===== src/design/csim_pkg.sv =====
// shared widths, sequencer states and step codes of the cosine similarity engine
// no dependencies; imported by every module of the block
package csim_pkg;

    localparam int ELEM_W     = 15;
    localparam int COS_W      = 16;
    localparam int ACC_W      = 40;
    localparam int LIMB_W     = ACC_W / 2;
    localparam int MUL_W      = LIMB_W + 1;
    localparam int PROD_W     = 2 * MUL_W;
    localparam int WIDE_W     = 2 * ACC_W;
    localparam int ROOT_W     = 14;
    localparam int Q_W        = ROOT_W + 1;
    localparam int QUOT_W     = 2 * ROOT_W;
    localparam int DIV_STEPS  = QUOT_W;
    localparam int SQRT_STEPS = ROOT_W;
    localparam int DIV_CNT_W  = $clog2(DIV_STEPS);
    localparam int SQRT_CNT_W = $clog2(SQRT_STEPS);
    localparam int CNT_W      = 4;

    // +1.0 in Q1.14
    localparam logic [Q_W-1:0]          Q_ONE   = Q_W'(1) << ROOT_W;
    localparam logic signed [COS_W-1:0] COS_MAX = COS_W'(Q_ONE);

    // element product steps of the multiply-accumulate phase
    localparam logic [CNT_W-1:0] STEP_AB  = CNT_W'(0);
    localparam logic [CNT_W-1:0] STEP_AA  = CNT_W'(1);
    localparam logic [CNT_W-1:0] STEP_BB  = CNT_W'(2);
    localparam logic [CNT_W-1:0] MAC_LAST = CNT_W'(3);
    // eight limb products, the last one retired in the cycle after its issue
    localparam logic [CNT_W-1:0] MUL_LAST = CNT_W'(8);

    typedef enum logic [2:0] {
        ST_IDLE,
        ST_MAC,
        ST_PREP,
        ST_MUL,
        ST_CMP,
        ST_DIV,
        ST_SQRT,
        ST_WRITE
    } t_state;

endpackage


===== src/design/cosine_similarity_engine_unit.sv =====
// cosine similarity engine: top level with sequencer, accumulators and output register
// non-last transaction: o_ready returns after the multiply-accumulate phase, not before
// last transaction: o_valid rises after the limb products, the 28-step divider and the
//   14-step square root, after the limb products alone on saturation, or after the sums on a zero norm
// synchronous active-low reset clears sequencer, accumulators and output valid
// depends on csim_pkg, csim_mul, csim_div, csim_sqrt
module cosine_similarity_engine_unit (
    input  logic                                i_clk,
    input  logic                                i_rst_n,
    input  logic                                i_valid,
    output logic                                o_ready,
    input  logic signed [csim_pkg::ELEM_W-1:0]  i_elem_a,
    input  logic signed [csim_pkg::ELEM_W-1:0]  i_elem_b,
    input  logic                                i_last,
    output logic                                o_valid,
    input  logic                                i_ready,
    output logic signed [csim_pkg::COS_W-1:0]   o_cosine
);
    import csim_pkg::*;

    // sequencer
    t_state                   r_state, n_state;
    logic [CNT_W-1:0]         r_cnt, n_cnt;
    logic [CNT_W-1:0]         w_idx;

    // captured transaction
    logic signed [ELEM_W-1:0] r_elem_a, n_elem_a;
    logic signed [ELEM_W-1:0] r_elem_b, n_elem_b;
    logic                     r_last, n_last;

    // running sums, wrap modulo 2^40
    logic [ACC_W-1:0]         r_dot, n_dot;
    logic [ACC_W-1:0]         r_norm_a, n_norm_a;
    logic [ACC_W-1:0]         r_norm_b, n_norm_b;

    // finishing datapath
    logic                     r_neg, n_neg;
    logic [ACC_W-1:0]         r_mag, n_mag;
    logic [WIDE_W-1:0]        r_lsq, n_lsq;       // |dot| squared
    logic [WIDE_W-1:0]        r_pnorm, n_pnorm;   // norm_a * norm_b
    logic [Q_W-1:0]           r_q, n_q;

    // output register
    logic                     r_out_valid, n_out_valid;
    logic [COS_W-1:0]         r_cos, n_cos;

    // shared multiplier and iterative units
    logic signed [MUL_W-1:0]  w_op_a, w_op_b;
    logic signed [PROD_W-1:0] w_prod;
    logic [WIDE_W-1:0]        w_pp;
    logic [WIDE_W-1:0]        w_pp_sh;
    logic                     w_div_start;
    logic                     w_div_done;
    logic [QUOT_W-1:0]        w_quot;
    logic                     w_sqrt_start;
    logic                     w_sqrt_done;
    logic [ROOT_W-1:0]        w_root;

    logic                     w_accept;
    logic                     w_norm_zero;
    logic                     w_sat;

    assign w_accept    = i_valid && o_ready;
    assign w_idx       = r_cnt - CNT_W'(1);     // step whose product is ready now
    assign w_norm_zero = (r_norm_a == '0) || (r_norm_b == '0);
    // |dot|^2 >= norm product means the ratio reaches one: saturate
    assign w_sat       = (r_lsq >= r_pnorm);

    csim_mul u_mul (
        .i_clk  (i_clk),
        .i_op_a (w_op_a),
        .i_op_b (w_op_b),
        .o_prod (w_prod)
    );

    // (|dot|^2 << 28) / (norm_a * norm_b), known below 2^28 once not saturated
    csim_div u_div (
        .i_clk   (i_clk),
        .i_rst_n (i_rst_n),
        .i_start (w_div_start),
        .i_num   (r_lsq),
        .i_den   (r_pnorm),
        .o_quot  (w_quot),
        .o_done  (w_div_done)
    );

    // floor of the root of that quotient is the Q1.14 magnitude
    csim_sqrt u_sqrt (
        .i_clk   (i_clk),
        .i_rst_n (i_rst_n),
        .i_start (w_sqrt_start),
        .i_rad   (w_quot),
        .o_root  (w_root),
        .o_done  (w_sqrt_done)
    );

    // limb product placed by limb weight: low*low, cross terms, high*high
    assign w_pp = {{(WIDE_W-ACC_W){1'b0}}, w_prod[ACC_W-1:0]};

    always_comb begin
        case (w_idx[1:0])
            2'b00:   w_pp_sh = w_pp;
            2'b11:   w_pp_sh = w_pp << (2 * LIMB_W);
            default: w_pp_sh = w_pp << LIMB_W;
        endcase
    end

    // next state
    always_comb begin
        n_state = r_state;
        case (r_state)
            ST_IDLE: begin
                if (i_valid) begin
                    n_state = ST_MAC;
                end
            end
            ST_MAC: begin
                if (r_cnt == MAC_LAST) begin
                    n_state = r_last ? ST_PREP : ST_IDLE;
                end
            end
            ST_PREP: begin
                n_state = w_norm_zero ? ST_WRITE : ST_MUL;
            end
            ST_MUL: begin
                if (r_cnt == MUL_LAST) begin
                    n_state = ST_CMP;
                end
            end
            ST_CMP: begin
                n_state = w_sat ? ST_WRITE : ST_DIV;
            end
            ST_DIV: begin
                if (w_div_done) begin
                    n_state = ST_SQRT;
                end
            end
            ST_SQRT: begin
                if (w_sqrt_done) begin
                    n_state = ST_WRITE;
                end
            end
            ST_WRITE: begin
                // wait for a free output register
                if (!r_out_valid) begin
                    n_state = ST_IDLE;
                end
            end
            default: n_state = ST_IDLE;
        endcase
    end

    // sequencer outputs: handshake, unit starts, multiplier operand routing
    always_comb begin
        o_ready      = 1'b0;
        w_div_start  = 1'b0;
        w_sqrt_start = 1'b0;
        w_op_a       = '0;
        w_op_b       = '0;
        case (r_state)
            ST_IDLE: begin
                o_ready = 1'b1;
            end
            ST_MAC: begin
                // a*b, then a*a, then b*b
                w_op_a = (r_cnt == STEP_BB) ? MUL_W'(r_elem_b) : MUL_W'(r_elem_a);
                w_op_b = (r_cnt == STEP_AA) ? MUL_W'(r_elem_a) : MUL_W'(r_elem_b);
            end
            ST_MUL: begin
                // counter bit 2 picks the product, bits 1 and 0 pick the limbs
                if (r_cnt[2]) begin
                    w_op_a = r_cnt[1] ? {1'b0, r_norm_a[ACC_W-1:LIMB_W]}
                                      : {1'b0, r_norm_a[LIMB_W-1:0]};
                    w_op_b = r_cnt[0] ? {1'b0, r_norm_b[ACC_W-1:LIMB_W]}
                                      : {1'b0, r_norm_b[LIMB_W-1:0]};
                end else begin
                    w_op_a = r_cnt[1] ? {1'b0, r_mag[ACC_W-1:LIMB_W]}
                                      : {1'b0, r_mag[LIMB_W-1:0]};
                    w_op_b = r_cnt[0] ? {1'b0, r_mag[ACC_W-1:LIMB_W]}
                                      : {1'b0, r_mag[LIMB_W-1:0]};
                end
            end
            ST_CMP: begin
                w_div_start = !w_sat;
            end
            ST_DIV: begin
                w_sqrt_start = w_div_done;
            end
            default: ;
        endcase
    end

    // datapath next values
    always_comb begin
        n_cnt       = r_cnt;
        n_elem_a    = r_elem_a;
        n_elem_b    = r_elem_b;
        n_last      = r_last;
        n_dot       = r_dot;
        n_norm_a    = r_norm_a;
        n_norm_b    = r_norm_b;
        n_neg       = r_neg;
        n_mag       = r_mag;
        n_lsq       = r_lsq;
        n_pnorm     = r_pnorm;
        n_q         = r_q;
        n_cos       = r_cos;
        n_out_valid = r_out_valid;

        if (o_valid && i_ready) begin
            n_out_valid = 1'b0;
        end

        case (r_state)
            ST_IDLE: begin
                if (w_accept) begin
                    n_elem_a = i_elem_a;
                    n_elem_b = i_elem_b;
                    n_last   = i_last;
                    n_cnt    = '0;
                end
            end
            ST_MAC: begin
                n_cnt = r_cnt + CNT_W'(1);
                case (w_idx)
                    STEP_AB: n_dot    = r_dot + w_prod[ACC_W-1:0];
                    STEP_AA: n_norm_a = r_norm_a + w_prod[ACC_W-1:0];
                    STEP_BB: n_norm_b = r_norm_b + w_prod[ACC_W-1:0];
                    default: ;
                endcase
            end
            ST_PREP: begin
                n_cnt   = '0;
                n_lsq   = '0;
                n_pnorm = '0;
                n_mag   = r_dot[ACC_W-1] ? (ACC_W'(0) - r_dot) : r_dot;
                n_neg   = r_dot[ACC_W-1];
                if (w_norm_zero) begin
                    // a zero norm gives a zero result
                    n_q   = '0;
                    n_neg = 1'b0;
                end
            end
            ST_MUL: begin
                n_cnt = r_cnt + CNT_W'(1);
                if (r_cnt != '0) begin
                    if (w_idx[2]) begin
                        n_pnorm = r_pnorm + w_pp_sh;
                    end else begin
                        n_lsq = r_lsq + w_pp_sh;
                    end
                end
            end
            ST_CMP: begin
                if (w_sat) begin
                    n_q = Q_ONE;
                end
            end
            ST_SQRT: begin
                if (w_sqrt_done) begin
                    n_q = {1'b0, w_root};
                end
            end
            ST_WRITE: begin
                if (!r_out_valid) begin
                    n_cos       = r_neg ? (COS_W'(0) - COS_W'(r_q)) : COS_W'(r_q);
                    n_out_valid = 1'b1;
                    n_dot       = '0;
                    n_norm_a    = '0;
                    n_norm_b    = '0;
                end
            end
            default: ;
        endcase
    end

    // control state and accumulators
    always_ff @(posedge i_clk) begin
        if (!i_rst_n) begin
            r_state     <= ST_IDLE;
            r_cnt       <= '0;
            r_out_valid <= 1'b0;
            r_dot       <= '0;
            r_norm_a    <= '0;
            r_norm_b    <= '0;
        end else begin
            r_state     <= n_state;
            r_cnt       <= n_cnt;
            r_out_valid <= n_out_valid;
            r_dot       <= n_dot;
            r_norm_a    <= n_norm_a;
            r_norm_b    <= n_norm_b;
        end
    end

    // payload registers, no reset
    always_ff @(posedge i_clk) begin
        r_elem_a <= n_elem_a;
        r_elem_b <= n_elem_b;
        r_last   <= n_last;
        r_neg    <= n_neg;
        r_mag    <= n_mag;
        r_lsq    <= n_lsq;
        r_pnorm  <= n_pnorm;
        r_q      <= n_q;
        r_cos    <= n_cos;
    end

    assign o_valid  = r_out_valid;
    assign o_cosine = r_cos;

endmodule


===== src/design/csim_mul.sv =====
// shared signed multiplier with registered product
// depends on csim_pkg
module csim_mul (
    input  logic                                i_clk,
    input  logic signed [csim_pkg::MUL_W-1:0]   i_op_a,
    input  logic signed [csim_pkg::MUL_W-1:0]   i_op_b,
    output logic signed [csim_pkg::PROD_W-1:0]  o_prod
);
    import csim_pkg::*;

    logic signed [PROD_W-1:0] r_prod;
    logic signed [PROD_W-1:0] n_prod;

    assign n_prod = i_op_a * i_op_b;

    always_ff @(posedge i_clk) begin
        r_prod <= n_prod;
    end

    assign o_prod = r_prod;

endmodule


===== src/design/csim_div.sv =====
// restoring divider, one quotient bit per cycle, numerator below denominator
// depends on csim_pkg
module csim_div (
    input  logic                           i_clk,
    input  logic                           i_rst_n,
    input  logic                           i_start,
    input  logic [csim_pkg::WIDE_W-1:0]    i_num,
    input  logic [csim_pkg::WIDE_W-1:0]    i_den,
    output logic [csim_pkg::QUOT_W-1:0]    o_quot,
    output logic                           o_done
);
    import csim_pkg::*;

    logic                  r_busy, n_busy;
    logic                  r_done, n_done;
    logic [DIV_CNT_W-1:0]  r_cnt, n_cnt;
    logic [WIDE_W-1:0]     r_rem, n_rem;
    logic [QUOT_W-1:0]     r_quot, n_quot;
    logic [WIDE_W:0]       w_rem2;
    logic [WIDE_W:0]       w_den;
    logic [WIDE_W:0]       w_diff;
    logic                  w_ge;
    logic                  w_last;

    assign w_rem2 = {r_rem, 1'b0};
    assign w_den  = {1'b0, i_den};
    assign w_diff = w_rem2 - w_den;
    assign w_ge   = (w_rem2 >= w_den);
    assign w_last = (r_cnt == DIV_CNT_W'(DIV_STEPS - 1));

    always_comb begin
        n_busy = r_busy;
        n_done = 1'b0;
        n_cnt  = r_cnt;
        n_rem  = r_rem;
        n_quot = r_quot;
        if (i_start) begin
            n_busy = 1'b1;
            n_cnt  = '0;
            n_rem  = i_num;
            n_quot = '0;
        end else if (r_busy) begin
            n_rem  = w_ge ? w_diff[WIDE_W-1:0] : w_rem2[WIDE_W-1:0];
            n_quot = {r_quot[QUOT_W-2:0], w_ge};
            n_cnt  = r_cnt + DIV_CNT_W'(1);
            if (w_last) begin
                n_busy = 1'b0;
                n_done = 1'b1;
            end
        end
    end

    always_ff @(posedge i_clk) begin
        if (!i_rst_n) begin
            r_busy <= 1'b0;
            r_done <= 1'b0;
            r_cnt  <= '0;
        end else begin
            r_busy <= n_busy;
            r_done <= n_done;
            r_cnt  <= n_cnt;
        end
    end

    always_ff @(posedge i_clk) begin
        r_rem  <= n_rem;
        r_quot <= n_quot;
    end

    assign o_quot = r_quot;
    assign o_done = r_done;

endmodule


===== src/design/csim_sqrt.sv =====
// digit-by-digit integer square root, one root bit per cycle
// depends on csim_pkg
module csim_sqrt (
    input  logic                           i_clk,
    input  logic                           i_rst_n,
    input  logic                           i_start,
    input  logic [csim_pkg::QUOT_W-1:0]    i_rad,
    output logic [csim_pkg::ROOT_W-1:0]    o_root,
    output logic                           o_done
);
    import csim_pkg::*;

    localparam int TRY_W = ROOT_W + 3;

    logic                  r_busy, n_busy;
    logic                  r_done, n_done;
    logic [SQRT_CNT_W-1:0] r_cnt, n_cnt;
    logic [QUOT_W-1:0]     r_rad, n_rad;
    logic [ROOT_W:0]       r_rem, n_rem;
    logic [ROOT_W-1:0]     r_root, n_root;
    logic [TRY_W-1:0]      w_part;
    logic [TRY_W-1:0]      w_trial;
    logic [TRY_W-1:0]      w_diff;
    logic                  w_ge;
    logic                  w_last;

    assign w_part  = {r_rem, r_rad[QUOT_W-1 -: 2]};
    assign w_trial = {1'b0, r_root, 2'b01};
    assign w_diff  = w_part - w_trial;
    assign w_ge    = (w_part >= w_trial);
    assign w_last  = (r_cnt == SQRT_CNT_W'(SQRT_STEPS - 1));

    always_comb begin
        n_busy = r_busy;
        n_done = 1'b0;
        n_cnt  = r_cnt;
        n_rad  = r_rad;
        n_rem  = r_rem;
        n_root = r_root;
        if (i_start) begin
            n_busy = 1'b1;
            n_cnt  = '0;
            n_rad  = i_rad;
            n_rem  = '0;
            n_root = '0;
        end else if (r_busy) begin
            n_rad  = r_rad << 2;
            n_rem  = w_ge ? w_diff[ROOT_W:0] : w_part[ROOT_W:0];
            n_root = {r_root[ROOT_W-2:0], w_ge};
            n_cnt  = r_cnt + SQRT_CNT_W'(1);
            if (w_last) begin
                n_busy = 1'b0;
                n_done = 1'b1;
            end
        end
    end

    always_ff @(posedge i_clk) begin
        if (!i_rst_n) begin
            r_busy <= 1'b0;
            r_done <= 1'b0;
            r_cnt  <= '0;
        end else begin
            r_busy <= n_busy;
            r_done <= n_done;
            r_cnt  <= n_cnt;
        end
    end

    always_ff @(posedge i_clk) begin
        r_rad  <= n_rad;
        r_rem  <= n_rem;
        r_root <= n_root;
    end

    assign o_root = r_root;
    assign o_done = r_done;

endmodule


===== config.mk =====
export PLATFORM = sky130hd
export DESIGN_NAME = cosine_similarity_engine_unit
export DESIGN_NICKNAME = d
export VERILOG_FILES = /design/src/design/csim_pkg.sv /design/src/design/cosine_similarity_engine_unit.sv /design/src/design/csim_mul.sv /design/src/design/csim_div.sv /design/src/design/csim_sqrt.sv
export SDC_FILE = /design/constraint.sdc
export NUM_CORES = 2
export LEC_CHECK = 0
export BUFFER_PORTS_ARGS = -buffer_cell sky130_fd_sc_hd__buf_2
export CAP_MARGIN = 30
export CORE_MARGIN = 4
export CORE_UTILIZATION = 50
export CTS_BUF_LIST = sky130_fd_sc_hd__clkbuf_4 sky130_fd_sc_hd__clkbuf_8
export CTS_CLUSTER_DIAMETER = 50
export DETAILED_ROUTE_END_ITERATION = 6
export GPL_TIMING_DRIVEN = 0
export PLACE_DENSITY = 0.63
export REMOVE_ABC_BUFFERS = 1
export SYNTH_ARGS = -nofsm -noshare
export SYNTH_HDL_FRONTEND = slang
export SYNTH_SLANG_ARGS = --single-unit
export TNS_END_PERCENT = 5

===== constraint.sdc =====
create_clock -name i_clk -period 24.1 [get_ports i_clk]
set_input_delay 0 -clock i_clk [delete_from_list [all_inputs] [get_ports i_clk]]
set_output_delay 0 -clock i_clk [all_outputs]
set_load 0.1 [all_outputs]

==> results.md <==
| Item | Value |
|---|---|
| Number of global-route vias before repair | 52730 |
| TritonCTS Buffers | 132 |
| Number of gates resized after cts | 0 |
| Chip width | 365.2 um |
| FFs w/ async S/R, synth | 0% |
| Synthesized area divided by synthesized cell count | 8.623 um2 |
| Delay of the slowest cell on the worst path | 1.02 ns |
| Clock latency on the worst-skew pair | 0.86 ns |
| Crit path max-delay cell type | sky130_fd_sc_hd__ha_2 |
| Result of the run | finished, final reports clean |
| Post-synthesis sequential element count | 609 |
| Most frequent CP cell | sky130_fd_sc_hd__fa_1 |
| Cells on worst reg2reg path | 28 |
| Total number of vias | 54670 |
| TritonCTS clock tree | built |
| Max VDD drop | 0.0001006 V |
| Actual slew at the worst max-slew pin | 1.149 ns |
| Relative area change from synthesis to final layout | 9.373% |
| Remaining routing DRC violations | 0 |
| GPL Wtd Cong | 0.9988 |
| Crit Path Category | reg -> reg |
| Main combinational cell family by area after synthesis | adder cells |
| Mapped cell area | 0.06380 mm2 |
| Simple-gate share of the synthesized area | 17.18% |
| Standard-cell row count | 130 |
| Net count of the finished layout | 8461 |
| Share of the cycle needed by the critical path after routing | 52.30% |
| Most instantiated flip-flop cell in the synthesis netlist | sky130_fd_sc_hd__edfxtp_1 |
| Startpoint of the worst register-to-register path | r_cnt[0] |
| Initial DRC Count | 4920 |
| Worst slack on hold paths | 0.3157 ns |
| Static leakage power | 31.21 nW |
| Number of enable flip-flop cells after synthesis | 371 |
| DR pass1 iterations | 7 |
| Floorplan core area | 0.1262 mm2 |
| Worst Setup Start Kind | register |
| Die span in y | 365.2 um |
| Final Routed Wirelength | 201800 um |
| Final setup violating endpoints | 0 |
| Via density | 5.964 |
| Register area share after synthesis | 24.93% |
| Wire length of the first global-routing pass | 309200 um |
| Root buffer cell | sky130_fd_sc_hd__clkbuf_8 |
| Hold crit path type | in -> reg |
| Number of clock sinks | 609 |
| Total power after layout | 5.261 mW |
| Total gr overflow | 0 |
| Number of max-slew violations in the final report | 0 |
| Antenna violations before repair | 6 |
| Endpoint of the worst setup timing path | u_mul.o_prod[39] |
| Synth warn | 0 |
| Post-CTS repair timing setup buffer count | 0 |
| All-Layer GR Usage | 30.02% |
| CTS H-tree depth | 4 |
| Post-synthesis share of cell area spent on xor and xnor gates | 5.903% |
| Clock input transition at the sequential cells of the worst setup and hold paths | 0.06 ns |
| Adder-Cell Fraction of Synth Area | 25.27% |
| Count of input and output buffers | 52 |
| Setup repair after global routing missed its margin | false |
| Arrival time at the worst endpoint | 13.36 ns |
| Initial core utilization | 50.54% |
| Critical path startpoint | r_cnt[0] |
| Ratio of cells with drive above 1 in the final layout | 6.349% |
| Worst Setup Slack, final | 11.50 ns |
| Die footprint | 0.1334 mm2 |
| Number of top-level pins | 53 |
| Share of the synthesized area in compound gates (AO/OA/AOI/OAI) | 17.74% |
| Worst path required time | 24.86 ns |
| Multiplexer area fraction after synthesis | 2.671% |
| Worst clock skew | 0.04647 ns |
| Largest net degree at the start of global routing | 82 |
| Detailed-route wire length per cell | 22.02 um |
| Final period demand of the worst path | 12.60 ns |
| Max frequency | 79.34 MHz |
| Syn Inst Count | 7398 |
| Number of hold-slack violations in the final timing report | 0 |
| Half-perimeter wire length after placement | 158400 um |
| Total Neg Setup Slack | 0 ns |
| Highest net fanout along the worst path | 46 |
| Max-Slew Margin vs Limit | 23.28% |
| MaxCap Viol Count | 0 |
| Worst-case clock buffer depth | 3 |
| Internal reg-to-reg setup slack | 11.50 ns |
| Crit Reg-Reg Endpoint | u_mul.o_prod[39] |
| Distinct cell type count after synthesis | 81 |
| Post-detailed-route count of antenna-violating nets | 0 |
| Dpl ws | 11.66 ns |
| Element type at the critical path end | register |
| PwrDens | 75.40 mW/mm2 |
[per-stage QoR]
step | std cells | utilization, % | area (um2)
floorplan | 7080 | - | 62590
global placement | 8782 | 51.43 | 64920
detailed placement | 8855 | 52.49 | 66260
CTS | 9161 | 55.25 | 69740
global route | 9166 | 55.28 | 69770
finish | 9167 | 55.28 | 69780
[layout make-up]
class | instances | area, um2
Fill cell | 11530 | 56450
Multi-Input combinational cell | 5721 | 44020
Sequential cell | 609 | 15910
Inverter | 750 | 2815
Clock buffer | 182 | 2267
Timing Repair Buffer | 193 | 2136
Tap cell | 1650 | 2064
Clock inverter | 58 | 549.3
Antenna cell | 4 | 10.01
[synthesized netlist by cell type, drive strengths merged, types with 40 or more instances]
cell / count / area, um2
nand2b: 77 / 481.7
and3: 60 / 375.4
fa: 449 / 8989
nor2: 659 / 2474
o21bai: 66 / 495.5
a31oi: 76 / 475.5
nand3: 211 / 1056
clkbuf: 281 / 1055
a211oi: 54 / 405.4
edfxtp: 371 / 11140
a21boi: 62 / 465.5
o21ai: 421 / 2111
a21oi: 477 / 2387
xor2: 175 / 1533
or3: 43 / 279.0
nand4: 102 / 638.1
xnor2: 255 / 2233
nor3: 79 / 395.4
nand2: 802 / 3010
nor4: 47 / 294.0
mux4: 40 / 900.9
nor2b: 68 / 425.4
mux2i: 78 / 780.8
a21o: 265 / 1989
ha: 570 / 7132
inv: 750 / 2815
dfxtp: 238 / 4765
o31ai: 40 / 305.3
and2: 163 / 1020
o21a: 75 / 563.0
[routing by layer]
layer / up-vias / track usage, % / part of all wire (%)
li1: 25750 / - / -
met1: 26330 / 41.18 / 43
met2: 2105 / 46.37 / 44
met3: 496 / 4.534 / 7.1
met4: 0 / 15.08 / 5.9
met5: - / 0 / 0
[power by group]
| part | switching (mW) | internal, mW | total, mW | leakage, nW |
|---|---|---|---|---|
| clock network | 0.538 | 0.686 | 1.22 | 1.47 |
| registers | 0.215 | 1.21 | 1.43 | 5.42 |
| logic | 1.62 | 0.989 | 2.61 | 24.3 |
| total | 2.37 | 2.89 | 5.26 | 31.2 |
[cells by family (layout without fill, tap and decap cells)]
family	Yosys count	count (layout)
mux	120	120
xor+xnor	430	430
flops	609	609
fa+ha+maj	1019	1019
buf+inv	1068	1183
simple gates	2377	2377
other cells	0	4
compound gates	1775	1775
[flip-flops by register name, indices dropped and copies added, names as in the netlist, 16 cells and up]
register and count:
r_dot 40, u_div.o_quot 28, u_mul.o_prod 40, r_norm_a 40
r_mag 40, o_cosine 16, u_div.r_rem 80, r_lsq 80
u_sqrt.r_rad 28, r_norm_b 40, r_pnorm 80
[how the worst min path moves through the flow]
stage                     depth (start not counted)  slack, ns   startpoint      endpoint
after global placement                            1       0.18  i_elem_b[5]   r_elem_b[5]
after floorplan                                   0        0.1  i_elem_a[0]   r_elem_a[0]
after global routing                              3       0.32      i_rst_n  r_norm_b[19]
after CTS                                         4       0.22      i_rst_n     r_dot[38]
final                                             3       0.32      i_rst_n     r_dot[28]
after detailed placement                          1       0.18  i_elem_b[4]   r_elem_b[4]
[worst max-delay path, delay by kind of cell, from the launching register on]
kind                     cells  cell delay, ns
adder cells (fa/ha/maj)      9            5.09
XOR/XNOR                     1            0.14
flip-flops                   1            0.89
multiplexers                 1            0.25
AND/OR/NAND/NOR              3            1.58
buffers and inverters        2            0.63
AO/OA/AOI/OAI               12            3.91
[cells in the final DEF, fill, tap and decap left out, drive strengths merged, types with 20 or more instances in the layout]
cell         netlist  layout
a211oi            54      54
a21boi            62      62
a21o             265     265
a21oi            477     477
a22o              39      39
a31oi             76      76
and2             163     163
and3              60      60
buf               37     127
clkbuf           281     182
clkinv             0      35
dfxtp            238     238
dlygate4sd3        0      66
edfxtp           371     371
fa               449     449
ha               570     570
inv              750     762
mux2i             78      78
mux4              40      40
nand2            802     802
nand2b            77      77
nand3            211     211
nand4            102     102
nor2             659     659
nor2b             68      68
nor3              79      79
nor4              47      47
o211ai            27      27
o21a              75      75
o21ai            421     421
o21bai            66      66
o31a              20      20
o31ai             40      40
or3               43      43
xnor2            255     255
xor2             175     175
[what timing repair did]
item | CTS | global route
endpoints found under the hold margin | 129 | 0
setup endpoints to repair | 0 | 0
hold buffers | 66 | 0
Power figures use the tool's default switching activity.
